## src/sv/sat_pkg.sv

```systemverilog
// Shared types and constants for the score sorter.
// Used by sat_store, sat_ctrl and sort_ascending_and_top_five; no dependencies.
`default_nettype none

package sat_pkg;

  localparam int unsigned CAPACITY  = 32;
  localparam int unsigned TOP_COUNT = 5;
  localparam int unsigned SCORE_W   = 14;
  localparam int unsigned ADDR_W    = $clog2(CAPACITY);
  localparam int unsigned CNT_W     = $clog2(CAPACITY + 1);
  // top run never longer than the store
  localparam int unsigned TOP_CLIP  = (TOP_COUNT < CAPACITY) ? TOP_COUNT : CAPACITY;

  typedef struct packed {
    logic [SCORE_W-1:0] score;
    logic               final_item;
  } in_t;

  typedef struct packed {
    logic [SCORE_W-1:0] sorted_score;
    logic               run_kind;
    logic               end_of_run;
  } out_t;

  typedef struct packed {
    logic               we;
    logic [ADDR_W-1:0]  waddr;
    logic [SCORE_W-1:0] wdata;
    logic               re;
    logic [ADDR_W-1:0]  raddr;
  } mem_req_t;

  typedef struct packed {
    logic valid;
    out_t item;
  } emit_t;

endpackage

`default_nettype wire

```

## src/sv/sat_store.sv

```systemverilog
// Score store: one write port and one registered read port.
// Depends on sat_pkg.
`default_nettype none

module sat_store (
  input  wire                               clk_i,
  input  wire sat_pkg::mem_req_t            mem_req_i,
  output logic [sat_pkg::SCORE_W-1:0]       rdata_o
);

  logic [sat_pkg::SCORE_W-1:0] mem [sat_pkg::CAPACITY];
  logic [sat_pkg::SCORE_W-1:0] rdata_q;

  always_ff @(posedge clk_i) begin
    if (mem_req_i.we) begin
      mem[mem_req_i.waddr] <= mem_req_i.wdata;
    end
    // read data holds until the next read
    if (mem_req_i.re) begin
      rdata_q <= mem[mem_req_i.raddr];
    end
  end

  assign rdata_o = rdata_q;

endmodule

`default_nettype wire

```

## src/sv/sat_ctrl.sv

```systemverilog
// Sequencer: insertion on load through one shared comparator, then the
// ascending and descending read-out walks. Depends on sat_pkg.
`default_nettype none

module sat_ctrl (
  input  wire                          clk_i,
  input  wire                          rst_ni,
  input  wire                          in_valid_i,
  output logic                         in_ready_o,
  input  wire sat_pkg::in_t            in_req_i,
  output sat_pkg::mem_req_t            mem_req_o,
  input  wire [sat_pkg::SCORE_W-1:0]   rdata_i,
  output sat_pkg::emit_t               emit_o,
  input  wire                          slot_free_i
);

  localparam int unsigned AW = sat_pkg::ADDR_W;
  localparam int unsigned CW = sat_pkg::CNT_W;

  typedef enum logic [2:0] {
    S_IDLE,
    S_INS_RD,
    S_INS_CMP,
    S_OUT_RD,
    S_OUT_WR
  } state_e;

  state_e                      state_q, state_d;
  logic [CW-1:0]               count_q, count_d;
  logic [AW-1:0]               hole_q, hole_d;
  logic [AW-1:0]               idx_q, idx_d;
  logic                        phase_q, phase_d;
  logic                        final_q, final_d;
  logic [sat_pkg::SCORE_W-1:0] key_q, key_d;

  logic          accept;
  logic          greater;
  logic [CW-1:0] top_len;
  logic [CW-1:0] desc_idx;
  logic          asc_last;
  logic          top_last;

  assign accept   = in_valid_i && (state_q == S_IDLE);
  assign greater  = rdata_i > key_q;
  assign top_len  = (count_q < CW'(sat_pkg::TOP_CLIP)) ? count_q : CW'(sat_pkg::TOP_CLIP);
  assign desc_idx = count_q - CW'(1) - CW'(idx_q);
  assign asc_last = CW'(idx_q) == (count_q - CW'(1));
  assign top_last = CW'(idx_q) == (top_len - CW'(1));

  assign in_ready_o = (state_q == S_IDLE);

  always_comb begin
    state_d = state_q;
    count_d = count_q;
    hole_d  = hole_q;
    idx_d   = idx_q;
    phase_d = phase_q;
    final_d = final_q;
    key_d   = key_q;

    mem_req_o       = '0;
    emit_o          = '0;
    emit_o.item.sorted_score = rdata_i;
    emit_o.item.run_kind     = phase_q;
    emit_o.item.end_of_run   = phase_q && top_last;

    unique case (state_q)
      S_IDLE: begin
        if (accept) begin
          key_d   = in_req_i.score;
          final_d = in_req_i.final_item;
          idx_d   = '0;
          phase_d = 1'b0;
          if (count_q < CW'(sat_pkg::CAPACITY)) begin
            hole_d  = count_q[AW-1:0];
            count_d = count_q + CW'(1);
            state_d = S_INS_RD;
          end else if (in_req_i.final_item) begin
            // store full: dropped, but the set still closes
            state_d = S_OUT_RD;
          end
        end
      end
      S_INS_RD: begin
        if (hole_q == '0) begin
          mem_req_o.we    = 1'b1;
          mem_req_o.waddr = hole_q;
          mem_req_o.wdata = key_q;
          state_d = final_q ? S_OUT_RD : S_IDLE;
        end else begin
          mem_req_o.re    = 1'b1;
          mem_req_o.raddr = hole_q - AW'(1);
          state_d = S_INS_CMP;
        end
      end
      S_INS_CMP: begin
        mem_req_o.we    = 1'b1;
        mem_req_o.waddr = hole_q;
        if (greater) begin
          mem_req_o.wdata = rdata_i;
          hole_d  = hole_q - AW'(1);
          state_d = S_INS_RD;
        end else begin
          mem_req_o.wdata = key_q;
          state_d = final_q ? S_OUT_RD : S_IDLE;
        end
      end
      S_OUT_RD: begin
        mem_req_o.re    = 1'b1;
        mem_req_o.raddr = phase_q ? desc_idx[AW-1:0] : idx_q;
        state_d = S_OUT_WR;
      end
      S_OUT_WR: begin
        emit_o.valid = 1'b1;
        if (slot_free_i) begin
          state_d = S_OUT_RD;
          idx_d   = idx_q + AW'(1);
          if (!phase_q && asc_last) begin
            phase_d = 1'b1;
            idx_d   = '0;
          end else if (phase_q && top_last) begin
            count_d = '0;
            state_d = S_IDLE;
          end
        end
      end
      default: state_d = S_IDLE;
    endcase
  end

  always_ff @(posedge clk_i or negedge rst_ni) begin
    if (!rst_ni) begin
      state_q <= S_IDLE;
      count_q <= '0;
      hole_q  <= '0;
      idx_q   <= '0;
      phase_q <= 1'b0;
      final_q <= 1'b0;
    end else begin
      state_q <= state_d;
      count_q <= count_d;
      hole_q  <= hole_d;
      idx_q   <= idx_d;
      phase_q <= phase_d;
      final_q <= final_d;
    end
  end

  always_ff @(posedge clk_i) begin
    key_q <= key_d;
  end

`ifndef NO_ASSERTIONS
  a_count_bound: assert property (@(posedge clk_i) disable iff (!rst_ni)
    count_q <= CW'(sat_pkg::CAPACITY))
    else $error("stored count above capacity");

  a_write_only_insert: assert property (@(posedge clk_i) disable iff (!rst_ni)
    mem_req_o.we |-> (state_q == S_INS_RD || state_q == S_INS_CMP))
    else $error("store written outside insertion");

  a_read_in_range: assert property (@(posedge clk_i) disable iff (!rst_ni)
    (state_q == S_OUT_RD) |-> (CW'(idx_q) < count_q))
    else $error("read-out index beyond stored count");

  a_end_closes_set: assert property (@(posedge clk_i) disable iff (!rst_ni)
    (emit_o.valid && emit_o.item.end_of_run && slot_free_i)
      |=> (state_q == S_IDLE && count_q == '0))
    else $error("set not closed after last result");
`endif

endmodule

`default_nettype wire

```

## src/sv/sort_ascending_and_top_five.sv

```systemverilog
// Top level of the score sorter; depends on sat_pkg, sat_store and sat_ctrl.
// Insert: a score enters at the end, larger stored ones are read, compared and shifted up,
// until its place is found; a score is dropped if the store is full. A final score inserts
// likewise, then the m stored scores ascending and min(m,5) descending results follow,
// each by a store read, then an output register load. New requests wait for idle.
// Reset (async, active low) empties the set; store contents are not cleared.
`default_nettype none

module sort_ascending_and_top_five (
  input  wire            clk_i,
  input  wire            rst_ni,
  input  wire            in_valid_i,
  output logic           in_ready_o,
  input  wire sat_pkg::in_t in_req_i,
  output logic           out_valid_o,
  input  wire            out_ready_i,
  output sat_pkg::out_t  out_req_o
);

  sat_pkg::mem_req_t           mem_req;
  logic [sat_pkg::SCORE_W-1:0] rdata;
  sat_pkg::emit_t              emit;
  logic                        slot_free;

  logic          out_valid_q, out_valid_d;
  sat_pkg::out_t out_req_q, out_req_d;

  assign slot_free = !out_valid_q || out_ready_i;

  sat_store u_store (
    .clk_i     (clk_i),
    .mem_req_i (mem_req),
    .rdata_o   (rdata)
  );

  sat_ctrl u_ctrl (
    .clk_i       (clk_i),
    .rst_ni      (rst_ni),
    .in_valid_i  (in_valid_i),
    .in_ready_o  (in_ready_o),
    .in_req_i    (in_req_i),
    .mem_req_o   (mem_req),
    .rdata_i     (rdata),
    .emit_o      (emit),
    .slot_free_i (slot_free)
  );

  // output register
  always_comb begin
    out_valid_d = out_valid_q;
    out_req_d   = out_req_q;
    if (slot_free) begin
      out_valid_d = emit.valid;
      if (emit.valid) begin
        out_req_d = emit.item;
      end
    end
  end

  always_ff @(posedge clk_i or negedge rst_ni) begin
    if (!rst_ni) begin
      out_valid_q <= 1'b0;
    end else begin
      out_valid_q <= out_valid_d;
    end
  end

  always_ff @(posedge clk_i) begin
    out_req_q <= out_req_d;
  end

  assign out_valid_o = out_valid_q;
  assign out_req_o   = out_req_q;

endmodule

`default_nettype wire
```

## config.mk

```make
export PLATFORM = sky130hd
export DESIGN_NAME = sort_ascending_and_top_five
export DESIGN_NICKNAME = d
export VERILOG_FILES = /design/src/sv/sat_pkg.sv /design/src/sv/sat_store.sv /design/src/sv/sat_ctrl.sv /design/src/sv/sort_ascending_and_top_five.sv
export SDC_FILE = /design/constraint.sdc
export NUM_CORES = 1
export LEC_CHECK = 0
export CORE_ASPECT_RATIO = 0.8
export CORE_MARGIN = 2
export CORE_UTILIZATION = 60
export DETAILED_ROUTE_END_ITERATION = 10
export DONT_BUFFER_PORTS = 1
export PLACE_DENSITY = 0.82
export SLEW_MARGIN = 40
export SYNTH_ARGS = -nofsm -noshare
export SYNTH_HDL_FRONTEND = slang
export SYNTH_HIERARCHICAL = 1
export SYNTH_SLANG_ARGS = --single-unit
```

## constraint.sdc

```tcl
create_clock -name clk_i -period 10.7 [get_ports clk_i]
set_input_delay 0.535 -clock clk_i [delete_from_list [all_inputs] [get_ports clk_i]]
set_output_delay 0.535 -clock clk_i [all_outputs]
set_load 0.1 [all_outputs]
```

==> impl_metrics.env, run 1 <==
export IMPL_synth_seq_cells=514
export IMPL_fin_setup_tns_ns=0
export IMPL_utilization=0.664
export IMPL_cts_tree="done"
export IMPL_clk_pin_slew_ns=0.07
export IMPL_p_per_area_mw_per_mm2=296
export IMPL_final_common_cell="edfxtp_1"
export IMPL_setup_violations=0
export IMPL_grt_use_total=0.272
export IMPL_routed_wl_um=50800
export IMPL_synth_area_mm2=0.0215
export IMPL_fin_nets=1400
export IMPL_cts_htree_levels=2
export IMPL_layout_common_cells="492 x edfxtp_1, 228 x mux2i_1, 57 x a22oi_1, 52 x nand2_1, 50 x clkbuf_16"
export IMPL_synth_cell_types=61
export IMPL_cp_required_ns=11.01
export IMPL_synthAdderAreaFrac=0.0143
export IMPL_synth_compound_area_share=0.0681
export IMPL_ys_top_cells_by_area="edfxtp_1 69%, mux2i_1 11%, dfrtp_1 2.6%, a22oi_1 2.0%, a22o_1 1.7%"
export IMPL_cap_viol_max_count=0
export IMPL_arrival_ns=4.74
export IMPL_relSlewSlack=0.399
export IMPL_synthCells=1349
export IMPL_drc=0
export IMPL_synth_fp_nets=1392
export IMPL_synth_top_family_by_area="multiplexers"
export IMPL_grt_antenna_before_repair=1
export IMPL_die_h_um=174
export IMPL_dieArea_mm2=0.0375
export IMPL_synthSimpleGateAreaFrac=0.0578
export IMPL_ir_drop_v=0.000204
export IMPL_drt_vias_per_instance=6.64
export IMPL_fin_crit_sh=0.415
export IMPL_clock_path_buffers=3
export IMPL_fin_total_pwr_mw=7.00
export IMPL_first_pass_iters=7
export IMPL_rows=62
export IMPL_cp_start_kind="flip-flop"
export IMPL_first_global_vias=12200
export IMPL_area_delta_synth_final_pct=9.66
export IMPL_fp_coreArea_mm2=0.0356
export IMPL_grt_pass1_wl_um=75700
export IMPL_diodes=0
export IMPL_drv_slew=0
export IMPL_rsz0062_at_grt="false"
export IMPL_yosys_area_top_type_share=0.686
export IMPL_seq_area_frac_synth=0.711
export IMPL_cts_resized_gates=0
export IMPL_outcome="complete, no violations"
export IMPL_vias=12500
export IMPL_critPathMaxFanout=17
export IMPL_die_x_um=216
export IMPL_io_buffer_count=0
export IMPL_cts_buffers=47
export IMPL_drt_iter0_drc=1616
export IMPL_io_pins=37
export IMPL_clock_latency_ns=0.58
export IMPL_hold_violations=0
export IMPL_synthMuxAreaShare=0.107
export IMPL_synth_async_reset_ratio=0.0428
export IMPL_wire_per_inst_um=27.1
export IMPL_cts_hold_buf=1
export IMPL_yosys_most_used_dff="edfxtp_1"
export IMPL_end_kind="flip-flop"
export IMPL_start_util=0.605
export IMPL_finalWeightedCongestion=0.865
export IMPL_cts_root_buf="clkbuf_16"
export IMPL_fmax_mhz=225
export IMPL_ant_nets=0
export IMPL_hold_path_class="in -> reg"
export IMPL_critical_path_class="reg -> reg"
export IMPL_gr_total_overflow=0
export IMPL_dp_hpwl_um=28900
export IMPL_syn_avg_cell_area_um2=16.0
export IMPL_fin_skew_ns=0.0240
export IMPL_synth_edf_count=492
export IMPL_grt_max_degree=73
export IMPL_post_cts_setup_buffers=0
export IMPL_fin_crit_ns=4.44
export IMPL_worstMarginPinSlew_ns=0.904
export IMPL_leakagePower_nw=7.88
export IMPL_cts_sinks=514
export IMPL_yosys_warnings=6
export IMPL_yosysTopAreaCell="edfxtp_1"
export IMPL_drive_above_1_share=0.115
export IMPL_synth_xor_area_share=0.00435
[path summary, 6_finish.rpt]
kind | cells after the start | endpoint | slack, ns | from
max | 14 | u_store/rdata_o[7] | 6.26 | u_ctrl/count_q[0]
min | 0 | u_ctrl/key_q[8] | 0.05 | in_req_i[9]
max reg2reg | 14 | u_store/rdata_o[7] | 6.26 | u_ctrl/count_q[0]
min reg2reg | 0 | out_req_o[2] | 0.56 | u_store/rdata_o[0]
max in group asynchronous | 2 | out_valid_o | 9.80 | rst_ni
min in group asynchronous | 2 | u_ctrl/hole_q[4] | 0.52 | rst_ni
[state kept, by name, summed over array words and instances (netlist names)]
name	cells
out_valid_o	1
u_ctrl/key_q	14
u_ctrl/phase_q	1
u_ctrl/idx_q	5
u_ctrl/hole_q	5
u_ctrl/count_q	6
out_req_o	16
u_ctrl/state_q	3
u_store/rdata_o	14
u_ctrl/final_q	1
u_store/mem	448
[metal layers]
metal	routed length [µm]	vias up	share of wire	global-route usage
met5	0	-	0	0
met2	23600	861	0.47	0.423
met3	6070	134	0.12	0.0625
met4	1730	0	0.034	0.0966
met1	19400	6194	0.38	0.381
li1	-	5262	-	-
[worst max-delay path: stages, from the launching register on]
cell	delay, ns
dfrtp_1	0.61
inv_1	0.12
ha_1	0.34
inv_1	0.08
fa_1	0.43
a21o_1	0.17
a21oi_1	0.16
xnor2_1	0.16
nand2_1	0.11
or4_1	0.45
nand3_2	0.39
nand2b_1	0.62
a21oi_1	0.13
nand3_1	0.28
nand3_1	0.11
[report_power, final]
group	internal, mW	total [mW]	switching (mW)
logic	0.902	2.57	1.67
clock network	0.944	1.67	0.724
registers	2.57	2.77	0.191
total	4.42	7.00	2.58
[cells by family (layout without fill, tap and decap cells)]
logic type	count (synthesis)	count (layout)
flops	514	514
simple gates	247	247
mux	231	231
compound gates	207	207
buf+inv	117	163
fa+ha+maj	24	24
xor+xnor	9	9
[Yosys cell counts, types with 13 or more instances]
library cell and n:
dfrtp_1 22, a31oi_1 17, nand3_1 40, a21oi_1 48, o21ai_0 17, nand2_1 52, nor3_1 26, ha_1 23
mux2i_1 228, edfxtp_1 492, buf_4 20, inv_1 30, a22o_1 43, a22oi_1 57, nor2_1 57, clkbuf_1 13
buf_6 16, buf_2 27, nand4_1 22
[stage by stage]
stage          cells  cell area (µm²)  setup WS, ns  hold slack (ns)
3_3_place_gp    1778            21800          5.96            0.240
6_report        1875            23600          6.26           0.0545
5_1_grt         1875            23600          5.97           0.0380
4_1_cts         1871            23600          5.80           0.0411
3_5_place_dp    1783            22000          5.91            0.240
2_1_floorplan   1349            21500          7.23            0.239
[area by class of cell]
class / count / area [µm²]
multi-input combinational: 718 / 5600
sequential: 514 / 15300
clock buffer: 57 / 1230
inverter: 31 / 116
fill: 2290 / 12000
clock inverter: 30 / 278
timing repair buffer: 45 / 477
tap: 480 / 601
(Power assumes the default switching activity.)
==> inputs of run 2 (changes only) <==
--- a/config.mk
+++ b/config.mk
@@ -7,10 +7,10 @@
 export LEC_CHECK = 0
 export CORE_ASPECT_RATIO = 0.8
 export CORE_MARGIN = 2
-export CORE_UTILIZATION = 60
+export CORE_UTILIZATION = 57
 export DETAILED_ROUTE_END_ITERATION = 10
 export DONT_BUFFER_PORTS = 1
-export PLACE_DENSITY = 0.82
+export PLACE_DENSITY = 0.81
 export SLEW_MARGIN = 40
 export SYNTH_ARGS = -nofsm -noshare
 export SYNTH_HDL_FRONTEND = slang
==> constraint.sdc (replaced) <==
create_clock -name clk_i -period 3.6 [get_ports clk_i]
set_input_delay 0.18 -clock clk_i [delete_from_list [all_inputs] [get_ports clk_i]]
set_output_delay 0.18 -clock clk_i [all_outputs]
set_load 0.1 [all_outputs]
==> run 2 against run 1 <==
  * Routed wire length rose by 6.8%
  * Sequential share of layout area fell by 2.4 points
  * Register-to-register slack got worse by 6.1 ns
  * Clock-buffer cell count fell by 1
  * Sequential cell count did not move
  * Via count rose by 3.0%
  * Die area rose by 5.2%
  * Critical path type unchanged
  * Largest cell class unchanged
==> impl_metrics.env, run 2 (synthesis gave the netlist of run 1 again) <==
export IMPL_outcome="complete, no violations"
export IMPL_cp_start_kind="flip-flop"
export IMPL_drive_above_1_share=0.148
export IMPL_rsz0062_at_grt="false"
export IMPL_p_int_mw=13.9
export IMPL_cts_tree="done"
export IMPL_fin_crit_ns=3.46
export IMPL_dieArea_mm2=0.0394
export IMPL_rows=63
export IMPL_cts_root_buf="clkbuf_16"
export IMPL_seqPwrFrac=0.365
export IMPL_critical_path_class="reg -> reg"
export IMPL_pwr_share_clk=0.242
export IMPL_die_x_um=221
export IMPL_diodes=0
export IMPL_layout_common_cells="492 x edfxtp_1, 228 x mux2i_1, 81 x buf_4, 57 x a22oi_1, 53 x nor2_1"
export IMPL_fill_cells=2374
export IMPL_combPwrFrac=0.393
export IMPL_cp_required_ns=3.91
export IMPL_grt_use_total=0.275
export IMPL_worstMarginPinSlew_ns=0.910
export IMPL_switchingPower_mw=8.13
export IMPL_relSlewSlack=0.394
export IMPL_cp_top_family="simple AND/OR/NAND/NOR gates"
export IMPL_first_global_vias=12600
export IMPL_cts_buffers=48
export IMPL_start_util=0.580
export IMPL_fin_crit_sh=0.960
export IMPL_routed_wl_um=54300
export IMPL_drt_iter0_drc=1848
export IMPL_place_inst=1853
export IMPL_hold_violations=0
export IMPL_fin_skew_ns=0.0177
export IMPL_grt_max_degree=57
export IMPL_fp_coreArea_mm2=0.0371
export IMPL_cp_cell_sequence="inv_1 > ha_1 > inv_1 > fa_1 > a21o_1 > a21oi_2 > xnor2_1 > nand2_1 > or4_1 > nand3_2 > or2_1 > buf_6 > nor3_1 > a31oi_1 > nand3_1"
export IMPL_die_h_um=178
export IMPL_drc=0
export IMPL_end_kind="flip-flop"
export IMPL_clock_latency_ns=0.58
export IMPL_fmax_mhz=289
export IMPL_r2r_cells=15
export IMPL_stdcell_count=1962
export IMPL_fin_setup_tns_ns=0
export IMPL_fin_nets=1480
export IMPL_rr_endpoint="u_store/rdata_o[13]"
export IMPL_clock_path_buffers=3
export IMPL_clk_pin_slew_ns=0.06
export IMPL_critPathMaxFanout=14
export IMPL_hold_start="in_valid_i"
export IMPL_ir_drop_v=0.000653
export IMPL_r2r_start="u_ctrl/count_q[0]"
export IMPL_swShare=0.369
export IMPL_crit_top_cell="inv_1"
export IMPL_drv_slew=0
export IMPL_wire_per_inst_um=27.7
export IMPL_leakagePower_nw=8.40
export IMPL_ant_nets=0
export IMPL_arrival_ns=3.77
export IMPL_cts_sinks=514
export IMPL_whs_path_depth=3
export IMPL_largest_register_ffs=448
export IMPL_io_pins=37
export IMPL_finalWeightedCongestion=0.969
export IMPL_vias=12800
export IMPL_slowest_delay_ns=0.46
export IMPL_largest_register="u_store/mem"
export IMPL_hold_path_class="in -> reg"
export IMPL_r2r_setup_slack_ns=0.14
export IMPL_grt_pass1_wl_um=80000
export IMPL_drt_vias_per_instance=6.54
export IMPL_worst_path_buf_inv=3
export IMPL_dp_hpwl_um=32900
export IMPL_first_pass_iters=6
export IMPL_setup_violations=0
export IMPL_cap_viol_max_count=0
export IMPL_gr_total_overflow=0
export IMPL_p_per_area_mw_per_mm2=897
export IMPL_worst_path_max_delay_cell="or4_1"
export IMPL_grt_antenna_before_repair=0
export IMPL_hold_end="u_ctrl/count_q[4]"
export IMPL_io_buffer_count=0
export IMPL_cts_htree_levels=2
export IMPL_final_common_cell="edfxtp_1"
export IMPL_area_delta_synth_final_pct=13.8
==> run 2: cell types whose count changed in the layout (fill, tap and decap cells not counted), moves of 9 or more <==
cell / delta
buf_4: +47
dlygate4sd3_1: +16
nor2_4: -15
buf_12: +13
nor2_1: +13
clkinv_1: -9
==> run 2: how the worst max path moves through the flow <==
stage               depth (start not counted)  slack [ns]              start                   to
detailed placement                         15        0.04  u_ctrl/count_q[0]  u_store/rdata_o[13]
global placement                           15        0.09  u_ctrl/count_q[0]  u_store/rdata_o[13]
global route                               15        0.01  u_ctrl/count_q[0]  u_store/rdata_o[13]
finish                                     15        0.14  u_ctrl/count_q[0]  u_store/rdata_o[13]
floorplan                                  18        0.13  u_ctrl/count_q[0]  u_store/rdata_o[10]
CTS                                        15       0.002  u_ctrl/count_q[0]  u_store/rdata_o[13]
==> run 2: area by class of cell <==
class	instances	area, µm²	share of cell area
clock buffers	56	1270	0.0519
flip-flops and latches	514	15300	0.625
multi-input cells	718	5480	0.223
inverters	31	116	0.00474
clock inverters	32	378	0.0154
repair buffers	124	1350	0.0548
well taps	487	609	0.0248
==> run 2: what timing repair did <==
action / 4_1_cts / 5_1_grt
hold buffers: 17 / 1
pin swaps: 0 / 0
resized for setup: 1 / 6
endpoints found under the setup margin: 1 / 14
endpoints found under the hold margin: 40 / 22
setup buffers: 0 / 1
==> run 2: per-layer routing <==
layer,up-vias,wire length (µm),GRT usage
li1,5437,-,-
met1,6392,20400,0.374
met2,851,25100,0.430
met3,148,6780,0.0743
met4,0,1920,0.101
met5,-,0,0
==> run 2: stage by stage <==
stage	instance area [µm²]	power (mW)	util	worst slack [ns]	hold slack (ns)
global placement	22400	16.1	0.603	0.0893	-0.115
global route	24500	22.7	0.661	0.0147	0.0322
CTS	24400	21.7	0.658	0.00215	0.0177
finish	24500	22.0	0.661	0.143	0.0250
floorplan	21500	13.9	-	0.132	-0.116
detailed placement	22600	16.4	0.609	0.0372	-0.115
==> run 2: power groups by stage <==
stage	registers (mW)	logic, mW	clock network (mW)
after CTS	8.04	8.29	5.36
after global placement	8.22	7.89	0
after detailed placement	8.16	8.20	0
final	8.04	8.64	5.33
after floorplan	8.11	5.76	0
after global routing	8.06	9.07	5.59
==> run 2: tightest hold or removal path, delay by kind of cell <==
kind	cells	cell delay [ns]
compound gates	1	0.09
simple gates	2	0.29
==> inputs of run 3 (changes only) <==
--- a/config.mk
+++ b/config.mk
@@ -6,7 +6,7 @@
 export NUM_CORES = 1
 export LEC_CHECK = 0
 export CORE_ASPECT_RATIO = 0.8
-export CORE_MARGIN = 2
+export CORE_MARGIN = 8
 export CORE_UTILIZATION = 57
 export DETAILED_ROUTE_END_ITERATION = 10
 export DONT_BUFFER_PORTS = 1
==> run 3 against run 2 <==
  * Worst setup slack better by 0.030 ns
  * Design area is 0.35% lower
  * Combinational power is 3.4% higher
  * Die area is 13% higher
==> impl_metrics.env, run 3 (synthesis gave the netlist of run 1 again) <==
export IMPL_outcome="complete, no violations"
export IMPL_first_global_vias=12500
export IMPL_end_kind="flip-flop"
export IMPL_fin_setup_tns_ns=0
export IMPL_fin_skew_ns=0.0300
export IMPL_area_delta_synth_final_pct=13.4
export IMPL_start_util=0.580
export IMPL_layout_common_cells="492 x edfxtp_1, 228 x mux2i_1, 79 x buf_4, 57 x a22oi_1, 54 x nor2_1"
export IMPL_cts_htree_levels=2
export IMPL_clock_path_buffers=3
export IMPL_drc=0
export IMPL_wire_per_inst_um=28.0
export IMPL_p_per_area_mw_per_mm2=906
export IMPL_final_common_cell="edfxtp_1"
export IMPL_grt_pass1_wl_um=79100
export IMPL_grt_use_total=0.239
export IMPL_worst_path_max_delay_cell="or4_4"
export IMPL_cap_viol_max_count=0
export IMPL_ir_drop_v=0.000618
export IMPL_cp_start_kind="flip-flop"
export IMPL_io_buffer_count=0
export IMPL_cp_top_family="simple AND/OR/NAND/NOR gates"
export IMPL_fin_crit_sh=0.952
export IMPL_rows=63
export IMPL_finalWeightedCongestion=0.983
export IMPL_io_pins=37
export IMPL_drt_vias_per_instance=6.60
export IMPL_hold_violations=0
export IMPL_fin_total_pwr_mw=22.1
export IMPL_cp_cell_sequence="inv_1 > ha_1 > inv_1 > fa_1 > a21o_1 > a21oi_1 > xnor2_1 > nand2_1 > or4_4 > nand3_4 > or2_1 > buf_6 > nor3_1 > a31oi_1 > nand3_1"
export IMPL_fill_cells=2374
export IMPL_worst_path_buf_inv=3
export IMPL_cts_sinks=514
export IMPL_wl_met3_um=6940
export IMPL_clock_latency_ns=0.57
export IMPL_ant_nets=0
export IMPL_fin_crit_ns=3.43
export IMPL_cts_tree="done"
export IMPL_fp_coreArea_mm2=0.0371
export IMPL_grt_max_degree=61
export IMPL_hold_path_class="in -> reg"
export IMPL_cp_required_ns=3.90
export IMPL_drt_met1_wl_um=20100
export IMPL_wl_met2_um=25000
export IMPL_fmax_mhz=292
export IMPL_routed_wl_um=54900
export IMPL_arrival_ns=3.73
export IMPL_crit_top_cell="inv_1"
export IMPL_vias=12900
export IMPL_dp_hpwl_um=33300
export IMPL_first_pass_iters=6
export IMPL_cts_root_buf="clkbuf_16"
export IMPL_leakagePower_nw=8.36
export IMPL_dieArea_mm2=0.0443
export IMPL_top_layer="met4"
export IMPL_fin_nets=1478
export IMPL_slowest_delay_ns=0.46
export IMPL_cts_buffers=47
export IMPL_drt_iter0_drc=1876
export IMPL_largest_register="u_store/mem"
export IMPL_gr_total_overflow=0
export IMPL_setup_violations=0
export IMPL_worstMarginPinSlew_ns=0.911
export IMPL_drv_slew=0
export IMPL_drive_above_1_share=0.142
export IMPL_critPathMaxFanout=14
export IMPL_critical_path_class="reg -> reg"
export IMPL_clk_pin_slew_ns=0.07
export IMPL_relSlewSlack=0.394
export IMPL_die_h_um=190
export IMPL_grt_antenna_before_repair=0
export IMPL_die_x_um=233
export IMPL_largest_register_ffs=448
-- run 3: cell count changes in the layout (fill, tap and decap cells not counted), sizes merged --
cell | before | now
clkinv | 20 | 19
buf | 105 | 104
diode | 0 | 2
clkinvlp | 4 | 1
inv | 31 | 32
-- run 3: what timing repair did --
| item | 4_1_cts | 5_1_grt |
|---|---|---|
| setup buffers | 0 | 3 |
| resized for setup | 0 | 7 |
| setup endpoints to repair | 0 | 14 |
| hold endpoints to repair | 40 | 22 |
| hold buffers | 17 | 1 |
-- run 3: worst paths after layout --
kind                                     from            endpoint  slack, ns  cells after the start
setup / recovery            u_ctrl/count_q[0]  u_store/rdata_o[8]       0.17                     15
max in group asynchronous              rst_ni   u_ctrl/count_q[1]       3.10                      2
hold reg to reg            u_store/rdata_o[9]       out_req_o[11]       0.53                      0
hold / removal                     in_valid_i   u_ctrl/count_q[4]       0.03                      3
min in group asynchronous              rst_ni   u_ctrl/state_q[1]       0.12                      2
setup reg to reg            u_ctrl/count_q[0]  u_store/rdata_o[8]       0.17                     15
-- run 3: report_power, final --
| group | internal, mW | switching (mW) | total, mW |
|---|---|---|---|
| sequential | 7.64 | 0.405 | 8.05 |
| clock | 2.98 | 2.19 | 5.17 |
| combinational | 3.15 | 5.78 | 8.93 |
-- run 3: through the flow --
stage          std cells  instance area [µm²]  hold WS, ns  setup slack, ns  utilization
5_1_grt             1958                24400       0.0421          -0.0114        0.658
2_1_floorplan       1349                21500       -0.116            0.132            -
3_5_place_dp        1847                22500       -0.115           0.0421        0.607
3_3_place_gp        1839                22300       -0.115            0.231        0.602
4_1_cts             1949                24300      0.00318           0.0218        0.653
6_report            1960                24400       0.0312            0.173        0.658
-- run 3: area by class of cell --
| cell class | instances | area, µm² | share of cell area |
|---|---|---|---|
| repair buffers | 123 | 1350 | 0.0551 |
| clock buffers | 56 | 1210 | 0.0495 |
| clock inverters | 29 | 345 | 0.0141 |
| well taps | 487 | 609 | 0.0249 |
| diodes | 2 | 5.00 | 0.000205 |
| inverters | 31 | 116 | 0.00476 |
| flip-flops and latches | 514 | 15300 | 0.627 |
| multi-input cells | 718 | 5480 | 0.224 |
-- run 3: layer usage --
| metal | global-route usage | vias to the layer above |
|---|---|---|
| met2 | 0.364 | 908 |
| li1 | - | 5419 |
| met4 | 0.103 | 0 |
| met1 | 0.317 | 6384 |
| met5 | 0 | - |
| met3 | 0.0761 | 219 |
-- run 3: worst reg2reg max path, stage by stage (launching register included) --
cell,delay [ns]
dfrtp_2,0.41
inv_1,0.08
ha_1,0.32
inv_1,0.08
fa_1,0.43
a21o_1,0.17
a21oi_1,0.16
xnor2_1,0.15
nand2_1,0.11
or4_4,0.46
nand3_4,0.12
or2_1,0.14
buf_6,0.17
nor3_1,0.09
a31oi_1,0.19
nand3_1,0.10
